==> src/rtl/core/irpwd_pkg.sv <==
`timescale 1ns / 1ps
// Package for the infrared pulse-width decoder: beat types, event codes,
// phase codes and the pulse-window bounds in timer ticks. No dependencies.

package irpwd_pkg;

    localparam int TICKS_PER_US = 48;

    typedef enum logic [1:0] {
        OP_RISE = 2'd0,
        OP_FALL = 2'd1,
        OP_WRAP = 2'd2,
        OP_NONE = 2'd3
    } op_t;

    typedef enum logic [4:0] {
        PH_IDLE     = 5'b00001,
        PH_LEAD_MRK = 5'b00010,
        PH_LEAD_SPC = 5'b00100,
        PH_BIT_MRK  = 5'b01000,
        PH_BIT_SPC  = 5'b10000
    } phase_t;

    localparam logic [2:0] PHN_IDLE     = 3'd0;
    localparam logic [2:0] PHN_LEAD_MRK = 3'd1;
    localparam logic [2:0] PHN_LEAD_SPC = 3'd2;
    localparam logic [2:0] PHN_BIT_MRK  = 3'd3;
    localparam logic [2:0] PHN_BIT_SPC  = 3'd4;

    // Window bounds on raw tick differences: floor(d / T) >= A is d >= A*T,
    // floor(d / T) <= B is d < (B+1)*T.
    localparam logic [31:0] LEAD_MARK_MIN = 32'(7000 * TICKS_PER_US);
    localparam logic [31:0] LEAD_MARK_LIM = 32'(12001 * TICKS_PER_US);
    localparam logic [31:0] FRAME_SPC_MIN = 32'(4201 * TICKS_PER_US);
    localparam logic [31:0] FRAME_SPC_LIM = 32'(4701 * TICKS_PER_US);
    localparam logic [31:0] RPT_SPC_MIN   = 32'(2201 * TICKS_PER_US);
    localparam logic [31:0] RPT_SPC_LIM   = 32'(2601 * TICKS_PER_US);
    localparam logic [31:0] ZERO_SPC_MIN  = 32'(301 * TICKS_PER_US);
    localparam logic [31:0] ZERO_SPC_LIM  = 32'(800 * TICKS_PER_US);
    localparam logic [31:0] ONE_SPC_MIN   = 32'(1401 * TICKS_PER_US);
    localparam logic [31:0] ONE_SPC_LIM   = 32'(1800 * TICKS_PER_US);

    typedef struct packed {
        logic [1:0]  operation;
        logic [31:0] capture_value;
    } irpwd_in_t;

    typedef struct packed {
        logic [2:0] phase_now;
        logic       frame_start;
        logic       byte_valid;
        logic [7:0] byte_value;
        logic [7:0] byte_position;
        logic       repeat_seen;
        logic [7:0] repeat_total;
    } irpwd_out_t;

    function automatic logic [2:0] phase_code(phase_t ph);
        logic [2:0] code;
        unique case (ph)
            PH_IDLE:     code = PHN_IDLE;
            PH_LEAD_MRK: code = PHN_LEAD_MRK;
            PH_LEAD_SPC: code = PHN_LEAD_SPC;
            PH_BIT_MRK:  code = PHN_BIT_MRK;
            PH_BIT_SPC:  code = PHN_BIT_SPC;
            default:     code = PHN_IDLE;
        endcase
        return code;
    endfunction

endpackage

==> src/rtl/core/ir_pulse_width_decoder_top.sv <==
`timescale 1ns / 1ps
// Infrared pulse-width decoder: input register, decode logic and result register.
// Depends on irpwd_pkg.
//
//  channel | direction | handshake           | beat
//  --------+-----------+---------------------+-----------------------------------
//  in      | in        | in_valid / in_stall | irpwd_in_t: event kind, capture
//  out     | out       | out_valid/out_stall | irpwd_out_t: phase, flags, byte
//  cfg     | in        | cfg_valid/cfg_ready | 32-bit counter wrap period
//
// An event waits in the input register while the subtract-and-compare path works
// on it, then moves into the result register, which raises out_valid. One event
// per cycle is sustained while the output is not stalled; the decoder state
// updates as the event moves into the result register.
// rst_n clears the valid flags and all decoder state at once and sets the period to all ones. A stall at the output
// holds the result and backs up into in_stall only when both registers are full.
// cfg_ready is always high.

module ir_pulse_width_decoder_top
    import irpwd_pkg::*;
(
    input  logic        clk,
    input  logic        rst_n,
    input  logic        in_valid,
    output logic        in_stall,
    input  irpwd_in_t   in_data,
    output logic        out_valid,
    input  logic        out_stall,
    output irpwd_out_t  out_data,
    input  logic        cfg_valid,
    output logic        cfg_ready,
    input  logic [31:0] cfg_data
);

    logic        in_vld_reg;
    irpwd_in_t   in_beat_reg;
    logic        out_vld_reg;
    irpwd_out_t  out_beat_reg;
    irpwd_out_t  out_beat_next;

    logic [31:0] period_reg;
    phase_t      phase_reg, phase_next;
    logic [31:0] mark_start_reg, mark_start_next;
    logic [31:0] lead_end_reg, lead_end_next;
    logic [31:0] bit_ref_reg, bit_ref_next;
    logic [31:0] offset_reg, offset_next;
    logic [7:0]  shift_reg, shift_next;
    logic [2:0]  bits_reg, bits_next;
    logic [7:0]  byte_cnt_reg, byte_cnt_next;
    logic [7:0]  rpt_cnt_reg, rpt_cnt_next;

    logic        out_room;
    logic        fire;
    logic        in_take;
    op_t         op;
    logic [31:0] cap;
    logic [31:0] ref_time;
    logic [31:0] delta;
    logic [7:0]  shifted;
    logic        bit_val;

    assign out_room  = !out_vld_reg || !out_stall;
    assign fire      = in_vld_reg && out_room;
    assign in_stall  = in_vld_reg && !out_room;
    assign in_take   = in_valid && !in_stall;
    assign out_valid = out_vld_reg;
    assign out_data  = out_beat_reg;
    assign cfg_ready = 1'b1;

    assign op  = op_t'(in_beat_reg.operation);
    assign cap = in_beat_reg.capture_value;

    always_comb
    begin
        unique case (phase_reg)
            PH_LEAD_MRK: ref_time = mark_start_reg;
            PH_LEAD_SPC: ref_time = lead_end_reg;
            default:     ref_time = bit_ref_reg;
        endcase
    end

    assign delta = cap + offset_reg - ref_time;

    always_comb
    begin
        phase_next      = phase_reg;
        mark_start_next = mark_start_reg;
        lead_end_next   = lead_end_reg;
        bit_ref_next    = bit_ref_reg;
        offset_next     = offset_reg;
        shift_next      = shift_reg;
        bits_next       = bits_reg;
        byte_cnt_next   = byte_cnt_reg;
        rpt_cnt_next    = rpt_cnt_reg;
        bit_val         = (delta >= ONE_SPC_MIN) && (delta < ONE_SPC_LIM);
        shifted         = {shift_reg[6:0], bit_val};
        out_beat_next   = '0;

        case (op)
            OP_RISE:
            begin
                if (phase_reg == PH_LEAD_MRK)
                begin
                    lead_end_next = cap;
                    if ((delta >= LEAD_MARK_MIN) && (delta < LEAD_MARK_LIM))
                    begin
                        phase_next  = PH_LEAD_SPC;
                        offset_next = '0;
                    end
                    else
                    begin
                        phase_next = PH_IDLE;
                    end
                end
                else if (phase_reg == PH_BIT_MRK)
                begin
                    bit_ref_next = cap;
                    offset_next  = '0;
                    phase_next   = PH_BIT_SPC;
                end
            end
            OP_FALL:
            begin
                if (phase_reg == PH_IDLE)
                begin
                    mark_start_next = cap;
                    offset_next     = '0;
                    phase_next      = PH_LEAD_MRK;
                end
                else if (phase_reg == PH_LEAD_SPC)
                begin
                    offset_next = '0;
                    if ((delta >= FRAME_SPC_MIN) && (delta < FRAME_SPC_LIM))
                    begin
                        phase_next                = PH_BIT_MRK;
                        byte_cnt_next             = '0;
                        out_beat_next.frame_start = 1'b1;
                    end
                    else if ((delta >= RPT_SPC_MIN) && (delta < RPT_SPC_LIM))
                    begin
                        rpt_cnt_next              = rpt_cnt_reg + 8'd1;
                        out_beat_next.repeat_seen = 1'b1;
                        phase_next                = PH_IDLE;
                    end
                    else
                    begin
                        phase_next = PH_IDLE;
                    end
                end
                else if (phase_reg == PH_BIT_SPC)
                begin
                    if (bit_val || ((delta >= ZERO_SPC_MIN) && (delta < ZERO_SPC_LIM)))
                    begin
                        phase_next = PH_BIT_MRK;
                        if (bits_reg == 3'd7)
                        begin
                            out_beat_next.byte_valid    = 1'b1;
                            out_beat_next.byte_value    = shifted;
                            out_beat_next.byte_position = byte_cnt_reg;
                            byte_cnt_next               = byte_cnt_reg + 8'd1;
                            bits_next                   = '0;
                            shift_next                  = '0;
                        end
                        else
                        begin
                            shift_next = shifted;
                            bits_next  = bits_reg + 3'd1;
                        end
                    end
                    else
                    begin
                        phase_next = PH_IDLE;
                    end
                end
            end
            OP_WRAP:
            begin
                offset_next = offset_reg + period_reg;
            end
            default:
            begin
            end
        endcase

        out_beat_next.phase_now    = phase_code(phase_next);
        out_beat_next.repeat_total = rpt_cnt_next;
    end

    always_ff @(posedge clk or negedge rst_n)
    begin
        if (!rst_n)
        begin
            in_vld_reg     <= 1'b0;
            out_vld_reg    <= 1'b0;
            period_reg     <= '1;
            phase_reg      <= PH_IDLE;
            mark_start_reg <= '0;
            lead_end_reg   <= '0;
            bit_ref_reg    <= '0;
            offset_reg     <= '0;
            shift_reg      <= '0;
            bits_reg       <= '0;
            byte_cnt_reg   <= '0;
            rpt_cnt_reg    <= '0;
        end
        else
        begin
            if (cfg_valid && cfg_ready)
            begin
                period_reg <= cfg_data;
            end
            if (!in_stall)
            begin
                in_vld_reg <= in_valid;
            end
            if (out_room)
            begin
                out_vld_reg <= in_vld_reg;
            end
            if (fire)
            begin
                phase_reg      <= phase_next;
                mark_start_reg <= mark_start_next;
                lead_end_reg   <= lead_end_next;
                bit_ref_reg    <= bit_ref_next;
                offset_reg     <= offset_next;
                shift_reg      <= shift_next;
                bits_reg       <= bits_next;
                byte_cnt_reg   <= byte_cnt_next;
                rpt_cnt_reg    <= rpt_cnt_next;
            end
        end
    end

    always_ff @(posedge clk)
    begin
        if (in_take)
        begin
            in_beat_reg <= in_data;
        end
        if (fire)
        begin
            out_beat_reg <= out_beat_next;
        end
    end

`ifndef SYNTHESIS
    a_phase_onehot: assert property (@(posedge clk) disable iff (!rst_n)
        $onehot(phase_reg))
        else $error("phase register not one-hot");

    a_stall_full: assert property (@(posedge clk) disable iff (!rst_n)
        in_stall |-> (in_vld_reg && out_vld_reg && out_stall))
        else $error("input stalled with room downstream");

    a_byte_phase: assert property (@(posedge clk) disable iff (!rst_n)
        (out_valid && out_data.byte_valid) |-> (out_data.phase_now == PHN_BIT_MRK))
        else $error("byte emitted outside bit phase");

    a_flags_excl: assert property (@(posedge clk) disable iff (!rst_n)
        out_valid |-> !(out_data.frame_start && out_data.repeat_seen))
        else $error("frame start and repeat in one beat");

    a_rpt_count: assert property (@(posedge clk) disable iff (!rst_n)
        fire |=> (rpt_cnt_reg == ($past(rpt_cnt_reg)
                  + {7'd0, out_beat_reg.repeat_seen})))
        else $error("repeat count out of step with repeat flag");
`endif

endmodule
==> config.mk <==
export PLATFORM = sky130hd
export DESIGN_NAME = ir_pulse_width_decoder_top
export DESIGN_NICKNAME = d
export VERILOG_FILES = /design/src/rtl/core/irpwd_pkg.sv /design/src/rtl/core/ir_pulse_width_decoder_top.sv
export SDC_FILE = /design/constraint.sdc
export NUM_CORES = 1
export LEC_CHECK = 0
export BUFFER_PORTS_ARGS = -buffer_cell sky130_fd_sc_hd__buf_2
export CELL_PAD_IN_SITES_DETAIL_PLACEMENT = 0
export CELL_PAD_IN_SITES_GLOBAL_PLACEMENT = 2
export CORE_MARGIN = 2
export CORE_UTILIZATION = 40
export DETAILED_ROUTE_END_ITERATION = 6
export PLACE_DENSITY = 0.78
export RECOVER_POWER = 50
export SETUP_SLACK_MARGIN = 0.5
export SLEW_MARGIN = 20
export SYNTH_ARGS = -nofsm -noshare
export SYNTH_HDL_FRONTEND = slang
export SYNTH_SLANG_ARGS = --single-unit
export TNS_END_PERCENT = 5
==> constraint.sdc <==
create_clock -name clk -period 6.9 [get_ports clk]
set_input_delay 1.38 -clock clk [delete_from_list [all_inputs] [get_ports clk]]
set_output_delay 1.38 -clock clk [all_outputs]
set_load 0.02 [all_outputs]
==> results.py <==
metrics = {
    "run_status": {
        "status": "complete, but fails checks",
        "violations": "max-capacitance violations, max-slew violations",
    },
    "detailed_routing": {
        "dr.first_iter.drc_count": 523,
        "mean_number_of_vias_per_cell": 5.33,
        "detail-route-antenna-nets": 0,
        "num_vias": 11241,
        "routed_wl_mm": 38.6,
        "post_route_drc_violation_count": 0,
        "dr.pass1.iters": 4,
        "wl_per_cell_um": 18.3,
    },
    "logic_synthesis": {
        "synth_flop_cell": "sky130_fd_sc_hd__dfrtp_1",
        "ys_seq_area_frac": 0.443,
        "mappedNetlistArea_sq_mm": 0.0153,
        "ys_types": 99,
        "synth-async-reset-ratio": 0.751,
        "ys_seq_elements": 257,
        "synth_edf_count": 64,
        "ys_warn_count": 0,
        "avg_inst_size_synth_sq_um": 10.3,
        "mappedNetlistNets": 1654,
        "netlist_instances": 1484,
    },
    "power": {
        "worst_ir_drop_vdd_v": 0.000174,
        "total_leakage_power_nw": 7.91,
        "power_density_mw_per_mm2": 408,
    },
    "timing": {
        "rsz_0062_raised_after_global_routing": "true",
        "max_freq_ghz": 0.160,
        "worst_clock_skew_ns": 0.0168,
        "final-hold-violation-count": 0,
        "slew_violations": 146,
        "slew_headroom": -2.05,
        "period_minus_slack_ns": 6.26,
        "tns_ns": 0,
        "setup-violations-final": 0,
        "worst_pin_slew_ns": 4.58,
        "fin_crit_sh": 0.907,
    },
    "floorplanning": {
        "floorplan.die.width_um": 200,
        "floorplan_core_area_sq_mm": 0.0377,
        "floorplan.initialDensity": 0.407,
        "std_cell_rows": 71,
        "ios": 104,
        "die_y_um": 200,
        "fp.dieArea_sq_mm": 0.0399,
    },
    "setup_path": {
        "rr_startpoint": "phase_reg[2]",
        "path_delay_family": "compound AO/OA/AOI/OAI gates",
        "path_buf_inv": 4,
        "timing.critical_path.cells": "nor3_4 -> and2_0 -> buf_4 -> a22o_1 -> a21oi_1 -> fa_1 -> inv_1 -> fa_1 -> nor2b_1 -> o221a_4 -> o21a_4 -> a31oi_4 -> o31ai_1 -> xor2_1 -> or4_4 -> a2111oi_1 -> buf_4 -> nor4_1 -> a211o_1 -> buf_4 -> a221o_1",
        "critical-path-slowest-cell": "sky130_fd_sc_hd__or4_4",
        "worstPathRequired_ns": 7.35,
        "timing.critical_path.mode_cell": "sky130_fd_sc_hd__buf_4",
        "cp.arrival_ns": 6.71,
        "timing.setup.critical_path_class": "register to register",
        "startpoint": "phase_reg[2]",
        "cpPeakStageDelay_ns": 0.55,
        "setup.worst_path.end_class": "register",
        "timing.critical_path.fanout_max": 14,
        "critPathLaunchType": "register",
    },
    "placement": {
        "placed_cell_area_sq_mm": 0.0164,
        "gpl.final_weighted_congestion": 0.845,
        "hpwlAfterDp_mm": 27.9,
        "port-buffer-count": 102,
    },
    "final_layout": {
        "leading_cell_types_in_the_layout_fill_and_taps_excluded": "167 x sky130_fd_sc_hd__nand2_1, 160 x sky130_fd_sc_hd__dfrtp_1, 98 x sky130_fd_sc_hd__inv_1, 94 x sky130_fd_sc_hd__mux2_2, 92 x sky130_fd_sc_hd__buf_2",
        "fin_nets": 1742,
        "layout.cells.most_common": "sky130_fd_sc_hd__nand2_1",
        "final_layout_size_suffix_gt1_frac": 0.203,
        "area_growth_syn_to_layout_pct": 13.0,
        "post-route-cell-area_sq_mm": 0.0173,
    },
    "grt": {
        "grt_remaining_overflow": 0,
        "grt_pass1_vias": 11465,
        "grt_start_max_net_pins": 117,
        "grtUsageTotal": 0.201,
        "grt_first_pass_wirelength_mm": 62.8,
        "antenna_found_initial": 0,
    },
    "clocking": {
        "cts_root_buffer": "sky130_fd_sc_hd__clkbuf_16",
        "clk_pin_slew_ns": 0.06,
        "clkSinkCount": 257,
        "cts-htree-levels": 1,
        "cts_tree": "yes",
        "clock_latency_ns": 0.58,
        "cts_inserted_buffers": 30,
        "cts.path.max_buffers": 3,
        "post_cts.repair.setup_buffers": 0,
    },
    "run": {
        "maxCapViolations": 3,
    },
    "min_path": {
        "timing.hold.worst.class": "register to register",
        "holdCritStartpoint": "shift_reg[6]",
    },
}
-- path summary, 6_finish.rpt --
| path | slack, ns | cells past startpoint | to |
|---|---|---|---|
| setup / recovery | 0.64 | 21 | offset_reg[31] |
| hold / removal | 0.48 | 1 | shift_reg[6] |
| setup reg to reg | 0.64 | 21 | offset_reg[31] |
| hold reg to reg | 0.48 | 1 | shift_reg[6] |
| max in group asynchronous | 1.86 | 1 | offset_reg[28] |
| min in group asynchronous | 2.43 | 1 | rpt_cnt_reg[6] |
-- Yosys cell counts, types with 26 or more instances --
cell / instances / area (sq um)
sky130_fd_sc_hd__fa_1: 32 / 641
sky130_fd_sc_hd__mux2_2: 94 / 1060
sky130_fd_sc_hd__edfxtp_1: 64 / 1920
sky130_fd_sc_hd__dfrtp_1: 160 / 4000
sky130_fd_sc_hd__o21ai_0: 84 / 420
sky130_fd_sc_hd__nand3_1: 26 / 130
sky130_fd_sc_hd__and3_1: 26 / 163
sky130_fd_sc_hd__clkbuf_1: 35 / 131
sky130_fd_sc_hd__nand2_1: 167 / 627
sky130_fd_sc_hd__xnor2_1: 43 / 377
sky130_fd_sc_hd__dfstp_2: 33 / 867
sky130_fd_sc_hd__ha_1: 67 / 838
sky130_fd_sc_hd__inv_1: 98 / 368
sky130_fd_sc_hd__nor3_1: 44 / 220
sky130_fd_sc_hd__a21oi_1: 79 / 395
sky130_fd_sc_hd__a21o_1: 58 / 435
sky130_fd_sc_hd__nor2_1: 51 / 191
-- worst reg2reg max path: stages (launching register included) --
cell and delay (ns):
sky130_fd_sc_hd__dfrtp_1 0.50, sky130_fd_sc_hd__nor3_4 0.30, sky130_fd_sc_hd__and2_0 0.33, sky130_fd_sc_hd__buf_4 0.28
sky130_fd_sc_hd__a22o_1 0.18, sky130_fd_sc_hd__a21oi_1 0.05, sky130_fd_sc_hd__fa_1 0.52, sky130_fd_sc_hd__inv_1 0.07
sky130_fd_sc_hd__fa_1 0.42, sky130_fd_sc_hd__nor2b_1 0.19, sky130_fd_sc_hd__o221a_4 0.26, sky130_fd_sc_hd__o21a_4 0.20
sky130_fd_sc_hd__a31oi_4 0.14, sky130_fd_sc_hd__o31ai_1 0.36, sky130_fd_sc_hd__xor2_1 0.14, sky130_fd_sc_hd__or4_4 0.55
sky130_fd_sc_hd__a2111oi_1 0.45, sky130_fd_sc_hd__buf_4 0.20, sky130_fd_sc_hd__nor4_1 0.06, sky130_fd_sc_hd__a211o_1 0.34
sky130_fd_sc_hd__buf_4 0.24, sky130_fd_sc_hd__a221o_1 0.36
-- power by group --
group,leakage [nW],internal (mW),switching (mW)
clock network,0.446,0.831,0.651
logic,4.31,1.49,2.23
registers,3.15,1.71,0.156
total,7.91,4.03,3.04
-- stage by stage --
stage                     setup WS [ns]  hold WS (ns)   util  instances  total power, mW
after CTS                         0.628         0.483  0.459       2107             7.09
after floorplan                    1.03         0.441      -       1484             4.66
after global routing              0.311         0.503  0.460       2107             7.70
after detailed placement          0.646         0.469  0.435       2051             5.56
final                             0.639         0.478  0.460       2108             7.07
after global placement            0.746         0.460  0.435       2051             5.56
-- cell type report --
type	count	area (sq um)
inverter	98	368
fill	3713	20300
clock inverter	17	92.6
antenna	1	2.50
multi-input combinational	1064	7930
timing repair buffer	121	678
clock buffer	39	816
sequential	257	6790
tap	511	639
-- per-layer routing --
metal / global-route usage / vias up / share of wire
met5: 0 / - / 0
met1: 0.290 / 5468 / 0.49
li1: - / 5534 / -
met4: 0.0494 / 0 / 0.017
met3: 0.0287 / 44 / 0.043
met2: 0.319 / 195 / 0.45
-- repair_timing --
action | CTS | global route
hold buffers | 0 | 0
resized for setup | 0 | 9
setup endpoints to repair | 0 | 68
-- kinds of logic (layout without fill, tap and decap cells) --
| group | Yosys count | after routing | synth area share |
|---|---|---|---|
| DFF | 257 | 257 | 0.443 |
| other | 1 | 2 | 0.000245 |
| muxes | 101 | 101 | 0.0739 |
| xor gates and xnor gates | 64 | 64 | 0.0366 |
| buffers and inverters | 163 | 275 | 0.0427 |
| adders and majority gates | 99 | 99 | 0.0964 |
| AOI/OAI and AO/OA | 386 | 386 | 0.173 |
| and+or+nand+nor | 413 | 413 | 0.134 |
(Power assumes the default switching activity.)
